--- config.mk ---
export PLATFORM = sky130hd
export DESIGN_NAME = gnss_binary_frame_parser
export DESIGN_NICKNAME = d
export VERILOG_FILES = /design/src/rtl/gfp_pkg.sv /design/src/rtl/gnss_binary_frame_parser.sv
export SDC_FILE = /design/constraint.sdc
export NUM_CORES = 1
export LEC_CHECK = 0
export ABC_AREA = 1
export BUFFER_PORTS_ARGS = -buffer_cell sky130_fd_sc_hd__clkbuf_2
export CAP_MARGIN = 5
export CORE_MARGIN = 2
export CORE_UTILIZATION = 54
export CTS_CLUSTER_SIZE = 16
export DETAILED_ROUTE_END_ITERATION = 10
export GPL_TIMING_DRIVEN = 1
export PLACE_DENSITY = 0.78
export SLEW_MARGIN = 20
export SYNTH_ARGS = -nofsm -noshare
export SYNTH_HDL_FRONTEND = slang
export SYNTH_SLANG_ARGS = --single-unit
--- constraint.sdc ---
create_clock -name clk -period 6.5 [get_ports clk]
set_input_delay 1.3 -clock clk [delete_from_list [all_inputs] [get_ports clk]]
set_output_delay 1.3 -clock clk [all_outputs]
set_load 0.05 [all_outputs]
--- src/rtl/gfp_pkg.sv ---
// ---------------------------------------------------------------------------
// gfp_pkg
// Types and constants for the binary GNSS frame parser: transaction
// payloads, result kinds and the fixed sync and length values.
// ---------------------------------------------------------------------------
package gfp_pkg;

  localparam logic [7:0]  SYNC_ONE        = 8'hB5;
  localparam logic [7:0]  SYNC_TWO        = 8'h62;
  localparam logic [15:0] DEFAULT_MAX_LEN = 16'd4096;

  localparam logic REQ_BYTE  = 1'b0;
  localparam logic REQ_CLEAR = 1'b1;

  localparam logic [1:0] KIND_PAYLOAD  = 2'd0;
  localparam logic [1:0] KIND_GOOD     = 2'd1;
  localparam logic [1:0] KIND_TOO_LONG = 2'd2;
  localparam logic [1:0] KIND_CK_FAIL  = 2'd3;

  typedef struct packed {
    logic       req_type;
    logic [7:0] in_byte;
  } gfp_in_t;

  typedef struct packed {
    logic [1:0]  out_kind;
    logic [7:0]  out_byte;
    logic [15:0] out_index;
    logic [7:0]  frame_class;
    logic [7:0]  msg_id;
    logic [15:0] frame_length;
    logic [7:0]  frame_ck_a;
    logic [7:0]  frame_ck_b;
    logic [31:0] good_frames;
    logic [31:0] bad_frames;
  } gfp_out_t;

endpackage

--- src/rtl/gnss_binary_frame_parser.sv ---
// ---------------------------------------------------------------------------
// gnss_binary_frame_parser
// Byte-serial sync/header/payload parser with a running Fletcher-8 check,
// a length ceiling and saturating good/discarded frame counters.
// ---------------------------------------------------------------------------
//  channel   | ports                      | moves
//  ----------+----------------------------+----------------------------------
//  input     | in_valid, in_stall, in_data | one stream byte or clear request
//  result    | out_valid, out_stall,       | payload byte or frame verdict
//            | out_data                    |
//  config    | cfg_wr_en, cfg_wr_data      | payload length ceiling
//
//  one byte per cycle while in_stall is low; parser state updates in the cycle a
//  byte is accepted and its result appears in the output register on the next cycle
//  in_stall follows out_stall only while the output register holds a result
//  reset (rst_n, synchronous) returns to sync hunt, clears both counters and
//  sets the ceiling to 4096
// ---------------------------------------------------------------------------
module gnss_binary_frame_parser #(
  parameter int COUNT_WIDTH = 32
) (
  input  logic             clk,
  input  logic             rst_n,
  input  logic             in_valid,
  output logic             in_stall,
  input  gfp_pkg::gfp_in_t in_data,
  output logic             out_valid,
  input  logic             out_stall,
  output gfp_pkg::gfp_out_t out_data,
  input  logic             cfg_wr_en,
  input  logic [15:0]      cfg_wr_data
);
  import gfp_pkg::*;

  localparam logic [3:0] PH_SYNC1   = 4'd0;
  localparam logic [3:0] PH_SYNC2   = 4'd1;
  localparam logic [3:0] PH_CLASS   = 4'd2;
  localparam logic [3:0] PH_ID      = 4'd3;
  localparam logic [3:0] PH_LENLO   = 4'd4;
  localparam logic [3:0] PH_LENHI   = 4'd5;
  localparam logic [3:0] PH_PAYLOAD = 4'd6;
  localparam logic [3:0] PH_CKA     = 4'd7;
  localparam logic [3:0] PH_CKB     = 4'd8;

  logic [15:0] max_len_r;
  logic [3:0]  phase_r, phase_nxt;
  logic [7:0]  class_r, class_nxt;
  logic [7:0]  id_r, id_nxt;
  logic [7:0]  len_lo_r, len_lo_nxt;
  logic [15:0] decl_len_r, decl_len_nxt;
  logic [15:0] taken_r, taken_nxt;
  logic [7:0]  sum_a_r, sum_a_nxt;
  logic [7:0]  sum_b_r, sum_b_nxt;
  logic [7:0]  ck_a_r, ck_a_nxt;
  logic [COUNT_WIDTH-1:0] good_r, good_nxt;
  logic [COUNT_WIDTH-1:0] bad_r, bad_nxt;
  logic        out_valid_r, out_valid_nxt;
  gfp_out_t    out_data_r, out_data_nxt;

  logic        in_acc;
  logic        emit;
  logic [1:0]  kind;
  logic [7:0]  res_byte;
  logic [15:0] res_index;
  logic [7:0]  res_ck_a;
  logic [7:0]  res_ck_b;
  logic [7:0]  b;
  logic [7:0]  add_a;
  logic [15:0] new_len;
  logic [15:0] taken_inc;
  logic [31:0] good_clip;
  logic [31:0] bad_clip;

  assign in_stall  = out_valid_r & out_stall;
  assign in_acc    = in_valid & ~in_stall;
  assign out_valid = out_valid_r;
  assign out_data  = out_data_r;

  assign b         = in_data.in_byte;
  assign new_len   = {b, len_lo_r};
  assign taken_inc = taken_r + 16'd1;

  // counters read back at 32 bits, clipped when wider
  generate
    if (COUNT_WIDTH > 32) begin : g_clip
      assign good_clip = (|good_nxt[COUNT_WIDTH-1:32]) ? '1 : good_nxt[31:0];
      assign bad_clip  = (|bad_nxt[COUNT_WIDTH-1:32]) ? '1 : bad_nxt[31:0];
    end else if (COUNT_WIDTH == 32) begin : g_same
      assign good_clip = good_nxt;
      assign bad_clip  = bad_nxt;
    end else begin : g_ext
      assign good_clip = {{(32-COUNT_WIDTH){1'b0}}, good_nxt};
      assign bad_clip  = {{(32-COUNT_WIDTH){1'b0}}, bad_nxt};
    end
  endgenerate

  always_comb begin
    phase_nxt    = phase_r;
    class_nxt    = class_r;
    id_nxt       = id_r;
    len_lo_nxt   = len_lo_r;
    decl_len_nxt = decl_len_r;
    taken_nxt    = taken_r;
    sum_a_nxt    = sum_a_r;
    sum_b_nxt    = sum_b_r;
    ck_a_nxt     = ck_a_r;
    good_nxt     = good_r;
    bad_nxt      = bad_r;
    emit         = 1'b0;
    kind         = KIND_PAYLOAD;
    res_byte     = 8'd0;
    res_index    = 16'd0;
    res_ck_a     = 8'd0;
    res_ck_b     = 8'd0;
    add_a        = sum_a_r + b;

    if (in_data.req_type == REQ_CLEAR) begin
      phase_nxt    = PH_SYNC1;
      class_nxt    = 8'd0;
      id_nxt       = 8'd0;
      len_lo_nxt   = 8'd0;
      decl_len_nxt = 16'd0;
      taken_nxt    = 16'd0;
      sum_a_nxt    = 8'd0;
      sum_b_nxt    = 8'd0;
      ck_a_nxt     = 8'd0;
      good_nxt     = '0;
      bad_nxt      = '0;
    end else begin
      case (phase_r)
        PH_SYNC2: begin
          if (b == SYNC_TWO) begin
            phase_nxt = PH_CLASS;
          end else if (b != SYNC_ONE) begin
            phase_nxt = PH_SYNC1;
          end
        end
        PH_CLASS: begin
          // checksum restarts at the class byte
          class_nxt = b;
          sum_a_nxt = b;
          sum_b_nxt = b;
          phase_nxt = PH_ID;
        end
        PH_ID: begin
          id_nxt    = b;
          sum_a_nxt = add_a;
          sum_b_nxt = sum_b_r + add_a;
          phase_nxt = PH_LENLO;
        end
        PH_LENLO: begin
          len_lo_nxt = b;
          sum_a_nxt  = add_a;
          sum_b_nxt  = sum_b_r + add_a;
          phase_nxt  = PH_LENHI;
        end
        PH_LENHI: begin
          sum_a_nxt    = add_a;
          sum_b_nxt    = sum_b_r + add_a;
          decl_len_nxt = new_len;
          taken_nxt    = 16'd0;
          if (new_len > max_len_r) begin
            bad_nxt   = (bad_r == '1) ? bad_r : bad_r + 1'b1;
            emit      = 1'b1;
            kind      = KIND_TOO_LONG;
            phase_nxt = PH_SYNC1;
          end else if (new_len == 16'd0) begin
            phase_nxt = PH_CKA;
          end else begin
            phase_nxt = PH_PAYLOAD;
          end
        end
        PH_PAYLOAD: begin
          sum_a_nxt = add_a;
          sum_b_nxt = sum_b_r + add_a;
          taken_nxt = taken_inc;
          if (taken_inc == decl_len_r) begin
            phase_nxt = PH_CKA;
          end
          emit      = 1'b1;
          kind      = KIND_PAYLOAD;
          res_byte  = b;
          res_index = taken_r;
        end
        PH_CKA: begin
          ck_a_nxt  = b;
          phase_nxt = PH_CKB;
        end
        PH_CKB: begin
          emit      = 1'b1;
          res_ck_a  = ck_a_r;
          res_ck_b  = b;
          phase_nxt = PH_SYNC1;
          if (ck_a_r == sum_a_r && b == sum_b_r) begin
            kind     = KIND_GOOD;
            good_nxt = (good_r == '1) ? good_r : good_r + 1'b1;
          end else begin
            kind    = KIND_CK_FAIL;
            bad_nxt = (bad_r == '1) ? bad_r : bad_r + 1'b1;
          end
        end
        default: begin
          // sync hunt, also covers unused phase codes
          phase_nxt = (b == SYNC_ONE) ? PH_SYNC2 : PH_SYNC1;
        end
      endcase
    end

    out_data_nxt.out_kind     = kind;
    out_data_nxt.out_byte     = res_byte;
    out_data_nxt.out_index    = res_index;
    out_data_nxt.frame_class  = class_nxt;
    out_data_nxt.msg_id       = id_nxt;
    out_data_nxt.frame_length = decl_len_nxt;
    out_data_nxt.frame_ck_a   = res_ck_a;
    out_data_nxt.frame_ck_b   = res_ck_b;
    out_data_nxt.good_frames  = good_clip;
    out_data_nxt.bad_frames   = bad_clip;

    if (in_acc) begin
      out_valid_nxt = emit;
    end else begin
      out_valid_nxt = out_valid_r & out_stall;
    end
  end

  always_ff @(posedge clk) begin
    if (!rst_n) begin
      max_len_r   <= DEFAULT_MAX_LEN;
      phase_r     <= PH_SYNC1;
      class_r     <= 8'd0;
      id_r        <= 8'd0;
      len_lo_r    <= 8'd0;
      decl_len_r  <= 16'd0;
      taken_r     <= 16'd0;
      sum_a_r     <= 8'd0;
      sum_b_r     <= 8'd0;
      ck_a_r      <= 8'd0;
      good_r      <= '0;
      bad_r       <= '0;
      out_valid_r <= 1'b0;
    end else begin
      if (cfg_wr_en) begin
        max_len_r <= (cfg_wr_data == 16'd0) ? 16'd1 : cfg_wr_data;
      end
      out_valid_r <= out_valid_nxt;
      if (in_acc) begin
        phase_r    <= phase_nxt;
        class_r    <= class_nxt;
        id_r       <= id_nxt;
        len_lo_r   <= len_lo_nxt;
        decl_len_r <= decl_len_nxt;
        taken_r    <= taken_nxt;
        sum_a_r    <= sum_a_nxt;
        sum_b_r    <= sum_b_nxt;
        ck_a_r     <= ck_a_nxt;
        good_r     <= good_nxt;
        bad_r      <= bad_nxt;
      end
    end
  end

  always_ff @(posedge clk) begin
    if (in_acc) begin
      out_data_r <= out_data_nxt;
    end
  end

  a_clear_resets: assert property (@(posedge clk) disable iff (!rst_n)
    in_acc && in_data.req_type == REQ_CLEAR |=>
      phase_r == PH_SYNC1 && good_r == '0 && bad_r == '0)
    else $error("clear request did not reset parser");

  a_payload_in_range: assert property (@(posedge clk) disable iff (!rst_n)
    phase_r == PH_PAYLOAD |-> taken_r < decl_len_r)
    else $error("payload index reached declared length");

  a_ceiling_nonzero: assert property (@(posedge clk) disable iff (!rst_n)
    max_len_r != 16'd0)
    else $error("length ceiling is zero");

  a_verdict_fields: assert property (@(posedge clk) disable iff (!rst_n)
    out_valid_r && out_data_r.out_kind != KIND_PAYLOAD |->
      out_data_r.out_byte == 8'd0 && out_data_r.out_index == 16'd0)
    else $error("verdict carries payload fields");

  a_index_below_len: assert property (@(posedge clk) disable iff (!rst_n)
    out_valid_r && out_data_r.out_kind == KIND_PAYLOAD |->
      out_data_r.out_index < out_data_r.frame_length)
    else $error("payload index beyond frame length");

endmodule

== Yosys cells after proc, flatten, opt, wreduce, memory -nomap -nowiden ==
Cells that the tools add are included.

* Flip-flop bits (word level): 303
* Latch bits: 0
* Bits in writable memories: 0
* Bits in read-only memories: 0
* Input port bits: 30
* Output and inout bits: 140
* Word-level logic and storage cells: 109
* Memories: 0

* Add/subtract/negate cells: 5
* $mul: 0
* Divide/modulo/power cells: 0
* Magnitude comparators: 1
* Equal/unequal tests: 18
* Shift-type cells: 0
* Multiplexer cells: 41
* Bitwise logic cells: 5
* Reduce and logical (&&, ||, !) cells: 16

{| class="wikitable"
|+ Operator list
! operator !! count
|-
| two-way mux 32 bit || 8
|-
| two-way mux 8 bit || 10
|-
| adder 32 x 1 -> 32 bit, second input constant || 2
|-
| equality test 32 bit, second input constant || 2
|-
| two-way mux 16 bit || 4
|-
| case mux 32 bit (2 select lines) || 1
|-
| logical NOT 16 bit || 2
|-
| case mux 16 bit (2 select lines) || 1
|-
| case mux 4 bit (8 select lines) || 1
|-
| case mux 8 bit (2 select lines) || 2
|-
| adder 16 x 1 -> 16 bit, second input constant || 1
|-
| adder 8 bit || 2
|-
| equality test 16 bit || 1
|-
| equality test 4 x 3 -> 1 bit, second input constant || 4
|-
| equality test 8 bit || 2
|-
| greater-than comparator 16 bit || 1
|-
| two-way mux 4 bit || 4
|-
| equality test 4 x 2 -> 1 bit, second input constant || 2
|-
| equality test 8 x 7 -> 1 bit, second input constant || 1
|-
| equality test 8 bit, second input constant || 1
|-
| != test 8 bit, second input constant || 1
|-
| AND reduction 2 bit || 4
|-
| nonzero test 3 bit || 2
|-
| OR reduction 2 bit || 3
|-
| other kinds (15) || 24
|}

== Logic depth before layout (Yosys ltp) ==
Gate-level depths: netlist (run 1).

* Depth after elaboration: 5
* Gate-level depth with buffers: 18
* Depth with buffers taken out: 18

== Worst setup path before layout (run 1) ==
No wires, ideal clock.

* Path kind: input -> register
* Start: in out_stall
* End: reg out_data_r (netlist bit out_data[0]), enable pin
* Library setup time: 0.556 ns
* Data arrival time: 5.819 ns
* Required time: 5.944 ns
* Slack: 0.125 ns
* Cell stages on the path: 5
* Path buffers: 2
* Path through: nand2_1 -> nand2_1 -> clkinv_1 -> clkbuf_1 -> clkbuf_1

* Word-level cells in the longest chain between the ends: 3

{| class="wikitable"
|+ Ends and longest elaborated chain
! item !! RTL line !! RTL
|-
| start: declaration || gnss_binary_frame_parser.sv:28 || <nowiki>input logic out_stall,</nowiki>
|-
| AND 1 bit || gnss_binary_frame_parser.sv:74 || <nowiki>assign in_stall = out_valid_r & out_stall;</nowiki>
|-
| inverter 1 bit || gnss_binary_frame_parser.sv:75 || <nowiki>assign in_acc = in_valid & ~in_stall;</nowiki>
|-
| AND 1 bit || gnss_binary_frame_parser.sv:75 ||
|-
| named net in_acc || gnss_binary_frame_parser.sv:60 || <nowiki>logic in_acc;</nowiki>
|-
| end signal: assignment || gnss_binary_frame_parser.sv:265 || <nowiki>out_data_r <= out_data_nxt;</nowiki>
|-
| end: declaration || gnss_binary_frame_parser.sv:58 || <nowiki>gfp_out_t out_data_r, out_data_nxt;</nowiki>
|}

The timed path passes the listed nets, and every way through them passes these cells.
A chain may end at the register's enable or synchronous reset.

== Final worst setup path (run 1) ==
* Start: in in_data[0] in the netlist's numbering
* End: reg sum_b_r[7]

* Word-level cells in the longest chain between the ends: 4

{| class="wikitable"
|+ Ends and longest elaborated chain
! item !! RTL line !! RTL
|-
| start: declaration || gnss_binary_frame_parser.sv:26 || <nowiki>input gfp_pkg::gfp_in_t in_data,</nowiki>
|-
| adder 8 bit || gnss_binary_frame_parser.sv:115 || <nowiki>add_a = sum_a_r + b;</nowiki>
|-
| adder 8 bit || -- ||
|-
| case mux 8 bit (2 select lines) || gnss_binary_frame_parser.sv:130 || <nowiki>case (phase_r)</nowiki>
|-
| two-way mux 8 bit || gnss_binary_frame_parser.sv:117 || <nowiki>if (in_data.req_type == REQ_CLEAR) begin</nowiki>
|-
| end signal: assignment || gnss_binary_frame_parser.sv:255 || <nowiki>sum_b_r <= sum_b_nxt;</nowiki>
|-
| end: declaration || gnss_binary_frame_parser.sv:53 || <nowiki>logic [7:0] sum_b_r, sum_b_nxt;</nowiki>
|}

Every way passes these cells.

==> reports/results.ini, run 1 <==
[outcome]
status = complete, no violations

[clock_tree]
holdBufCountCts = 0
post-cts-setup-buffers = 0
cts_buffer_depth = 3
root_buffer = clkbuf_16
cts_buffers = 31
cts.sinks = 303
cts_resized = 0
htree_levels = 1
cts_tree = yes
path_clk_slew_ps = 60
clkLatencyLatePin_ps = 570

[placed_design]
place.gp.congestion = 0.983
dpl.cell_count = 2654
hpwlAfterDp_microns = 30300
io_buffer_count = 169

[setup_path]
critPathKind = in -> reg
critPathLaunch = in_data[0]
start_kind = primary input
worstSetupEndpoint = sum_b_r[7]$_SDFFE_PN0P_
cp.required_ps = 6900
r2r_slack_ps = 3040
r2r_end = out_data[25]$_DFFE_PP_
worst_setup_path_end_kind = register
r2r_start = phase_r[1]$_SDFFE_PN0P_
crit_fanout = 4
rr_worst_depth = 13
worstPathArrival_ps = 3960

[sta]
max_freq_ghz = 0.281
fin_crit_ps = 3560
slew_headroom = 0.315
worst_slew_pin_slew_ps = 1030
fin_crit_sh = 0.548
fin_tns_setup_ps = 0
finalMaxSlewViolations = 0
rsz0062_at_grt = no
whs_ps = 475
finalSetupViolCount = 0
hold_viol = 0
clock_skew_ps = 10.3

[drt]
detail-route-antenna-nets = 0
drc_errors = 0
first_pass_iters = 6
vias = 15200
vias_per_cell = 5.60
finalWirelength_microns = 44000
wl_per_cell_microns = 16.2
drtIter0Drc = 1397

[floorplan]
core_sq_um = 29800
dieWidth_microns = 178
initial_core_util = 0.552
dieArea_sq_um = 31900
ioPinCount = 170
placementRows = 63
die_h_microns = 178

[yosys]
yosysWarnings = 0
ys_types = 47
syn_inst = 2177
synth_fp_nets = 2242
syn_area_per_cell_sq_um = 7.55
ys_seq_area_frac = 0.453
synthArstFlopShare = 0
synth_edf_count = 138
synth_area_sq_um = 16400
ys.flop_type = dfxtp_1
ys_ff_latch = 303

[pwr]
fin_total_pwr_mw = 4.71
peakVddDrop_mv = 0.213
p_per_area_nw_per_um2 = 255
power.leakage_nw = 8.14

[layout]
layout-drive-gt1-share = 0.133
layout_common_cells = 440 x nand2_1, 274 x inv_1, 212 x nor2_1
antennaDiodeCount = 0
final_common_cell = nand2_1
fill_cells = 2626
fin_cells = 2712
syn2layout_area_growth_pct = 12.3
nNetsFinal = 2362

[job]
drv_cap = 0

[global_route]
antenna_found_initial = 0
overflow = 0
grt_first_pass_wirelength_microns = 71000
grt_max_degree = 145
grt_pass1_vias = 14200
grt_use_total = 0.275

[min_path]
hp-class = reg -> reg

[Yosys cell counts (25+ instances only)]
library cell	n	share of area
dfxtp_1	165	0.20
nand2_1	440	0.10
edfxtp_1	138	0.25
nor2_1	212	0.048
nand4_1	31	0.012
a21oi_1	180	0.055
clkbuf_1	62	0.014
xnor2_1	25	0.013
o21ai_0	178	0.054
nand3_1	168	0.051
inv_1	274	0.063
o21ai_1	36	0.011
ha_1	33	0.025
[area by class of cell]
class / count / area, sq um / area share
clock inverter: 21 / 218 / 0.0118
sequential: 303 / 7450 / 0.403
tap: 390 / 488 / 0.0264
timing repair buffer: 177 / 906 / 0.0491
inverter: 302 / 1140 / 0.0618
multi-input combinational: 1482 / 7460 / 0.404
clock buffer: 37 / 798 / 0.0432
[state kept, by name, summed over array words and instances (netlist names)]
register    flops
max_len_r      16
phase_r         4
class_r         8
bad_r          32
sum_a_r         8
ck_a_r          8
taken_r        16
out_valid       1
sum_b_r         8
out_data      138
decl_len_r     16
id_r            8
len_lo_r        8
good_r         32
[metrics by stage]
stage,area [sq um],utilization,worst slack (ps)
global placement,17400,0.586,2520
floorplan,16400,-,125
global route,18500,0.620,2740
CTS,18500,0.620,2990
finish,18500,0.620,2940
detailed placement,17400,0.586,2410
[logic make-up after synthesis]
kind of cell    synth area share
simple gates               0.252
compound gates             0.149
buf+inv                   0.0930
flops                      0.453
xor+xnor                  0.0256
fa+ha+maj                 0.0275
[how the worst min path moves through the flow]
stage / startpoint / end / depth (start not counted)
after floorplan: max_len_r[2]$_SDFFE_PN0P_ / max_len_r[2]$_SDFFE_PN0P_ / 2
after global placement: max_len_r[2]$_SDFFE_PN0P_ / max_len_r[2]$_SDFFE_PN0P_ / 2
after detailed placement: max_len_r[2]$_SDFFE_PN0P_ / max_len_r[2]$_SDFFE_PN0P_ / 2
after CTS: max_len_r[9]$_SDFFE_PN0P_ / max_len_r[9]$_SDFFE_PN0P_ / 2
after global routing: max_len_r[10]$_SDFFE_PN0P_ / max_len_r[10]$_SDFFE_PN0P_ / 2
final: max_len_r[11]$_SDFFE_PN0P_ / max_len_r[11]$_SDFFE_PN0P_ / 2
[per-layer routing]
layer	wire, microns	part of all wire	global-route usage	vias to the layer above
met5	0	0	0	-
met4	1340	0.031	0.0904	0
met3	3260	0.074	0.0437	97
met2	20200	0.46	0.449	557
met1	19100	0.43	0.374	7088
li1	-	-	-	7455
[report_power, final]
part           leakage [nW]  total [mW]  internal (mW)  switching, mW
registers              2.78        2.19           2.11         0.0849
clock network         0.501        1.80           1.04          0.764
logic                  4.86       0.713          0.185          0.527
total                  8.14        4.71           3.33           1.38
[critical path, stage by stage]
cell	delay (ps)
clkbuf_2	130
ha_1	250
fa_1	380
nand2_1	70
inv_1	40
o21ai_0	200
nand2_1	70
nand2_1	70
nand2_1	50
a21oi_1	150
xor2_1	210
ha_1	300
a21oi_1	190
o21ai_0	120
a21oi_1	170
a21oi_1	60
o21ai_1	130
a21oi_1	70
No activity file was read; power rests on OpenSTA's default activity.
==> run 2, diff against run 1 <==
ABC_AREA = 0   (was 1)
CORE_UTILIZATION = 55   (was 54)
PLACE_DENSITY = 0.76   (was 0.78)
clock period = 3.3 ns   (was 6.5 ns; I/O delays follow)
==> run 2 against run 1 <==
  * Sequential cell count stayed put
  * Register-to-register slack worse by 2900 ps
  * Area after synthesis is 5.1% lower
  * Global-route usage is 0.34 points higher
  * Clock power is 110% higher
  * Non-clock buffer count is 76 higher
  * Combinational power is 15% higher
  * Critical path type is now reg -> reg
  * Largest power group unchanged
==> reports/results.ini, run 2 <==
[layout]
layout_common_cells = 204 x nand2_1, 197 x nor2_1, 186 x a21oi_1
antennaDiodeCount = 0  ; unchanged
nNetsFinal = 1979  ; -16%
largest_reg_flops = 138  ; unchanged
layout-drive-gt1-share = 0.172  ; +0.0392
fill_cells = 2281  ; -13%
syn2layout_area_growth_pct = 17.3
final_common_cell = nand2_1
fin_area_sq_um = 18300  ; -0.92%

[global_route]
grt_pass1_vias = 12800  ; -9.5%
grt_max_degree = 98  ; -32%
overflow = 0  ; unchanged
grt_use_total = 0.279  ; +0.00336
grt_first_pass_wirelength_microns = 66300  ; -6.7%
antenna_found_initial = 0  ; unchanged

[setup_path]
r2r_end = out_data[28]$_DFFE_PP_
critPathKind = reg -> reg
crit_fanout = 9  ; +5
worstSetupEndpoint = out_data[28]$_DFFE_PP_
path_cells = nand4_1, or4_1, nor3_2, o2111ai_1, nor4_1, mux2i_1, nor2_1
worst_path_max_delay_cell = or4_1
rr_worst_depth = 7  ; -6
worst_setup_path_end_kind = register
worstPathArrival_ps = 3430  ; -530 ps
critPathLaunch = bad_r[3]$_SDFFE_PN0P_
r2r_start = bad_r[3]$_SDFFE_PN0P_
r2r_slack_ps = 170  ; -2870 ps
cp_slowest_stage_delay_ps = 650  ; +270 ps
cp.required_ps = 3590  ; -3310 ps
start_kind = register

[job]
drv_cap = 0  ; unchanged

[yosys]
synthTopCellsByArea = edfxtp_1 27%, dfxtp_1 21%, a21oi_1 6.0%, nand2_1 4.9%, nor2_1 4.7%
ys.flop_type = dfxtp_1
ys_seq_area_frac = 0.477  ; +0.0244
synth_fp_nets = 1816  ; -19%
netlist.area_leader.share = 0.266  ; +0.0136
synth_top_cells_by_count = 205 x nand2_1, 197 x nor2_1, 187 x a21oi_1
syn_area_per_cell_sq_um = 8.91  ; +18%
synthArstFlopShare = 0  ; unchanged
synth_top_area_cell = edfxtp_1
ys_types = 71  ; +51%
yosysMostFrequentCell = nand2_1
ys_ff_latch = 303  ; unchanged
yosysWarnings = 0  ; unchanged
synth_area_sq_um = 15600  ; -5.1%
synth_edf_count = 138  ; unchanged
syn_inst = 1751  ; -20%

[sta]
worst_slew_pin_slew_ps = 910  ; -118 ps
finalSetupViolCount = 0  ; unchanged
slew_headroom = 0.393  ; +0.0788
fin_crit_sh = 0.949
fin_tns_setup_ps = 0  ; unchanged
clock_skew_ps = 11.1  ; +0.785 ps
finalMaxSlewViolations = 0  ; unchanged
hold_viol = 0  ; unchanged
max_freq_ghz = 0.319
fin_crit_ps = 3130

[outcome]
status = complete, no violations

[pwr]
switching_share = 0.247  ; -0.0457
seq_power_share = 0.466  ; about the same
peakVddDrop_mv = 0.408  ; +92%
p_comb_frac = 0.095  ; -0.056
clkPwrFrac = 0.439  ; +0.056
p_per_area_nw_per_um2 = 475  ; +86%
internal_power_mw = 6.54  ; +97%
power.leakage_nw = 6.87  ; -16%
switchingPower_mw = 2.15  ; +56%

[placed_design]
place.gp.congestion = 0.934  ; -5.0%
hpwlAfterDp_microns = 28800  ; -5.0%
io_buffer_count = 169  ; unchanged
place_area_sq_um = 17100  ; -1.7%

[drt]
first_pass_iters = 7  ; +1
detail-route-antenna-nets = 0  ; unchanged
vias_per_cell = 6.01  ; +7.3%
finalWirelength_microns = 42200  ; -3.9%
drtIter0Drc = 1202  ; -14%
vias = 13900  ; -8.4%
wl_per_cell_microns = 18.2  ; +13%
drc_errors = 0  ; unchanged

[clock_tree]
htree_levels = 1  ; unchanged
cts_buffers = 31  ; unchanged
clkLatencyLatePin_ps = 570  ; about the same
cts_buffer_depth = 3  ; unchanged
holdBufCountCts = 0  ; unchanged
cts_tree = yes
root_buffer = clkbuf_16
cts.sinks = 303  ; unchanged
path_clk_slew_ps = 60  ; about the same

[floorplan]
placementRows = 61  ; -3.2%
die_h_microns = 172  ; -3.4%
initial_core_util = 0.560  ; +0.00821
dieWidth_microns = 172  ; -3.4%
core_sq_um = 27900  ; -6.5%
dieArea_sq_um = 29700  ; -6.7%
ioPinCount = 170  ; unchanged

[min_path]
hp-class = in -> reg

[run 2: cell count changes after synthesis, sizes merged, moves of 23 or more]
cell    before  now
nand3      171   63
xor2        23   46
or3          0   43
and3         0   24
mux2i        0   32
clkbuf      62  103
o21ai      214   71
or4          0   23
nor2       234  197
inv        297   35
nand2      452  205
and2         1   36
a31oi        4   28
[run 2: per-layer routing]
layer | vias to the layer above | track usage | part of all wire | routed length, microns
met5 | - | 0 | 0 | 0
li1 | 6689 | - | - | -
met1 | 6596 | 0.368 | 0.42 | 17700
met2 | 544 | 0.469 | 0.48 | 20200
met3 | 93 | 0.0428 | 0.072 | 3050
met4 | 0 | 0.0921 | 0.031 | 1320
[run 2: cells by family after synthesis]
| kind of cell | share of synthesized area |
|---|---|
| flip-flops | 0.477 |
| buffers and inverters | 0.0387 |
| AND/OR/NAND/NOR | 0.229 |
| AO/OA/AOI/OAI | 0.160 |
| XOR/XNOR | 0.0455 |
| adder cells (fa/ha/maj) | 0.0290 |
| multiplexers | 0.0205 |
[run 2: power by group through the flow]
| stage | Combinational (mW) | Sequential [mW] | Clock, mW |
|---|---|---|---|
| 3_3_place_gp | 0.799 | 4.13 | 0 |
| 4_1_cts | 0.812 | 4.05 | 3.86 |
| 6_report | 0.823 | 4.05 | 3.81 |
| 2_1_floorplan | 0.337 | 4.35 | 0 |
| 5_1_grt | 0.883 | 4.06 | 3.98 |
| 3_5_place_dp | 0.808 | 4.13 | 0 |
[run 2: cell type report]
class	count	area, sq um	area share
clock buffer	37	818	0.0447
tap	378	473	0.0259
multi-input combinational	1290	7580	0.415
inverter	35	138	0.00752
timing repair buffer	253	1540	0.0843
sequential	303	7450	0.407
clock inverter	20	290	0.0159
[run 2: worst min path at each step]
stage	startpoint	to	slack (ps)	depth (start not counted)
2_1_floorplan	id_r[0]$_SDFFE_PN0P_	id_r[0]$_SDFFE_PN0P_	440	2
3_3_place_gp	id_r[3]$_SDFFE_PN0P_	id_r[3]$_SDFFE_PN0P_	440	2
3_5_place_dp	id_r[3]$_SDFFE_PN0P_	id_r[3]$_SDFFE_PN0P_	450	2
4_1_cts	cfg_wr_data[12]	max_len_r[12]$_SDFFE_PN1P_	330	3
5_1_grt	cfg_wr_data[6]	max_len_r[6]$_SDFFE_PN0P_	360	3
6_report	cfg_wr_data[12]	max_len_r[12]$_SDFFE_PN1P_	350	3
[run 2: repair_timing]
item                       CTS  global route
resized for setup            0             4
setup endpoints to repair    0             1
buffers inserted             0             1
[run 2: worst max-delay path, delay by kind of cell, from the launching register on]
kind | cells | cell delay (ps)
compound gates | 1 | 290
flops | 1 | 490
mux | 1 | 280
simple gates | 5 | 1800
[run 2: through the flow]
step / hold WS [ps] / worst slack, ps / std cells / utilization / total power [mW]
floorplan: 436 / 115 / 1751 / - / 4.69
global placement: 441 / -289 / 2258 / 0.616 / 4.93
detailed placement: 446 / -354 / 2258 / 0.616 / 4.94
CTS: 333 / 7.76 / 2315 / 0.655 / 8.72
global route: 356 / -21.4 / 2316 / 0.657 / 8.93
finish: 351 / 169 / 2316 / 0.657 / 8.69
==> run 3, diff against run 2 <==
--- a/config.mk
+++ b/config.mk
@@ -15,4 +15,5 @@
 export GPL_TIMING_DRIVEN = 1
 export PLACE_DENSITY = 0.76
+export SKIP_CTS_REPAIR_TIMING = 1
 export SLEW_MARGIN = 20
 export SYNTH_ARGS = -nofsm -noshare
==> constraint.sdc (replaced) <==
create_clock -name clk -period 3.3 [get_ports clk]
set_input_delay 0.495 -clock clk [delete_from_list [all_inputs] [get_ports clk]]
set_output_delay 0.495 -clock clk [all_outputs]
set_load 0.05 [all_outputs]
==> run 3 against run 2 <==
  * Final area shrank 1.2%
  * Sequential share of layout area up 0.49 points
  * Non-clock buffer count shrank 20
==> reports/results.ini, run 3 (same netlist as run 2, synthesis figures left out) <==
[sta]
finalMaxSlewViolations = 0  ; unchanged
worst_slew_pin_slew_ps = 1070  ; +162 ps
slew_headroom = 0.285  ; -0.108
finalSetupViolCount = 0  ; unchanged
fin_crit_ps = 3010  ; -126 ps
final.setup.worst_slack_ps = 295  ; +126 ps
fin_crit_sh = 0.911  ; -0.0381
whs_ps = 187  ; -164 ps
max_freq_ghz = 0.333  ; +4.2%
clock_skew_ps = 12.0  ; +0.939 ps
hold_viol = 0  ; unchanged
rsz0062_at_grt = no
fin_tns_setup_ps = 0  ; unchanged

[layout]
final_common_cell = nand2_1
fin_area_sq_um = 18100  ; -1.2%
antennaDiodeCount = 0  ; unchanged
layout_common_cells = 204 x nand2_1, 197 x nor2_1, 186 x a21oi_1
post-route-util = 0.649  ; -0.00777
largest_reg_flops = 138  ; unchanged
layout-drive-gt1-share = 0.160  ; -0.0123
regArea_sq_um = 7450  ; unchanged
syn2layout_area_growth_pct = 15.9
fill_cells = 2385  ; +4.6%
multiInputGateArea_sq_um = 7570  ; -0.13%
nNetsFinal = 1959  ; -1.0%

[clock_tree]
cts_tree = yes
cts_buffers = 31  ; unchanged
root_buffer = clkbuf_16
clkLatencyLatePin_ps = 570  ; about the same
path_clk_slew_ps = 60  ; about the same
cts.sinks = 303  ; unchanged
cts_buffer_depth = 3  ; unchanged
htree_levels = 1  ; unchanged

[min_path]
hold-path-cell-count = 3  ; unchanged
hp-start = cfg_wr_data[12]
hp-class = in -> reg
whs_endpoint = max_len_r[12]$_SDFFE_PN1P_

[drt]
vias_per_cell = 6.04  ; +0.53%
vias = 13900  ; -0.34%
drc_errors = 0  ; unchanged
wl_per_cell_microns = 18.2  ; -0.24%
detail-route-antenna-nets = 0  ; unchanged
finalWirelength_microns = 41800  ; -1.1%
drtIter0Drc = 1227  ; +2.1%
first_pass_iters = 6  ; -1

[global_route]
grt_pass1_vias = 12900  ; +0.76%
overflow = 0  ; unchanged
grt_use_total = 0.279  ; +0.000602
grt_use_met1 = 0.371  ; +0.00293
met2_usage = 0.467  ; -0.00191
grt_first_pass_wirelength_microns = 66800  ; +0.84%
grt_max_degree = 97  ; -1.0%
grt_most_used_layer = met2
antenna_found_initial = 0  ; unchanged
grt_use_met3 = 0.0378  ; -0.00504

[floorplan]
dieArea_sq_um = 29700  ; unchanged
placementRows = 61  ; unchanged
dieWidth_microns = 172  ; unchanged
initial_core_util = 0.560  ; unchanged
ioPinCount = 170  ; unchanged
core_sq_um = 27900  ; unchanged
die_h_microns = 172  ; unchanged

[setup_path]
worst_setup_path_end_kind = register
worstPathArrival_ps = 3450  ; +20 ps
crit_fanout = 3  ; -6
critPathKind = reg -> reg
rr_worst_depth = 12  ; +5
cp.required_ps = 3750  ; +160 ps
r2r_slack_ps = 290  ; +130 ps
start_kind = register
r2r_start = sum_a_r[0]$_SDFFE_PN0P_
r2r_end = sum_b_r[7]$_SDFFE_PN0P_

[placed_design]
io_buffer_count = 169  ; unchanged
place_area_sq_um = 17000  ; -0.91%
place.gp.congestion = 0.926  ; -0.89%
place_ws_ps = -65.1  ; +289 ps
hpwlAfterDp_microns = 28300  ; -1.8%

[job]
drv_cap = 0  ; unchanged

[pwr]
peakVddDrop_mv = 0.415  ; +1.8%
power.leakage_nw = 6.74  ; -1.9%
p_per_area_nw_per_um2 = 471  ; -0.76%

[outcome]
status = complete, no violations

==> run 3: how the worst max path moves through the flow <==
stage | from | to | slack, ps | cells after the start
after global placement | in_data[0] | sum_b_r[7]$_SDFFE_PN0P_ | -100 | 13
after floorplan | out_valid$_SDFF_PN0_ | out_data[0]$_DFFE_PP_ | 30 | 5
final | sum_a_r[0]$_SDFFE_PN0P_ | sum_b_r[7]$_SDFFE_PN0P_ | 290 | 12
after global routing | sum_a_r[0]$_SDFFE_PN0P_ | sum_b_r[7]$_SDFFE_PN0P_ | 7 | 12
after detailed placement | in_data[0] | sum_b_r[7]$_SDFFE_PN0P_ | -70 | 13
after CTS | sum_a_r[0]$_SDFFE_PN0P_ | sum_b_r[7]$_SDFFE_PN0P_ | 190 | 12
==> run 3: layout make-up <==
class,instances,share of cell area
clock buffer,43,0.0482
clock inverter,14,0.0107
inverter,35,0.00761
multi-input combinational,1290,0.419
sequential,303,0.412
tap,378,0.0262
timing repair buffer,233,0.0763
==> run 3: worst max-delay path: stages, from the launching register on <==
cell       delay, ps
dfxtp_1          330
ha_1             220
fa_1             420
a21o_1           190
a21oi_2          170
o21bai_1          90
a21oi_1          170
xnor2_1          110
ha_1             230
o41ai_2          380
xor2_1           210
nor2_1            60
a2111oi_0        300
==> run 3: metrics by stage <==
step / cells / total power [mW]
after detailed placement: 2239 / 4.92
after CTS: 2296 / 8.56
after global routing: 2296 / 8.79
after global placement: 2239 / 4.91
final: 2296 / 8.52
after floorplan: 1751 / 4.69
==> run 3: metal layers <==
| metal | part of all wire | routed length, microns | up-vias |
|---|---|---|---|
| met4 | 0.032 | 1320 | 0 |
| met2 | 0.48 | 20000 | 540 |
| met1 | 0.42 | 17500 | 6587 |
| li1 | - | - | 6648 |
| met3 | 0.070 | 2940 | 100 |
| met5 | 0 | 0 | - |
==> run 3: where the power goes <==
| part | internal [mW] | leakage (nW) | switching [mW] |
|---|---|---|---|
| clock network | 2.22 | 0.521 | 1.45 |
| logic | 0.202 | 3.46 | 0.600 |
| registers | 4.01 | 2.76 | 0.0476 |
| total | 6.43 | 6.74 | 2.09 |
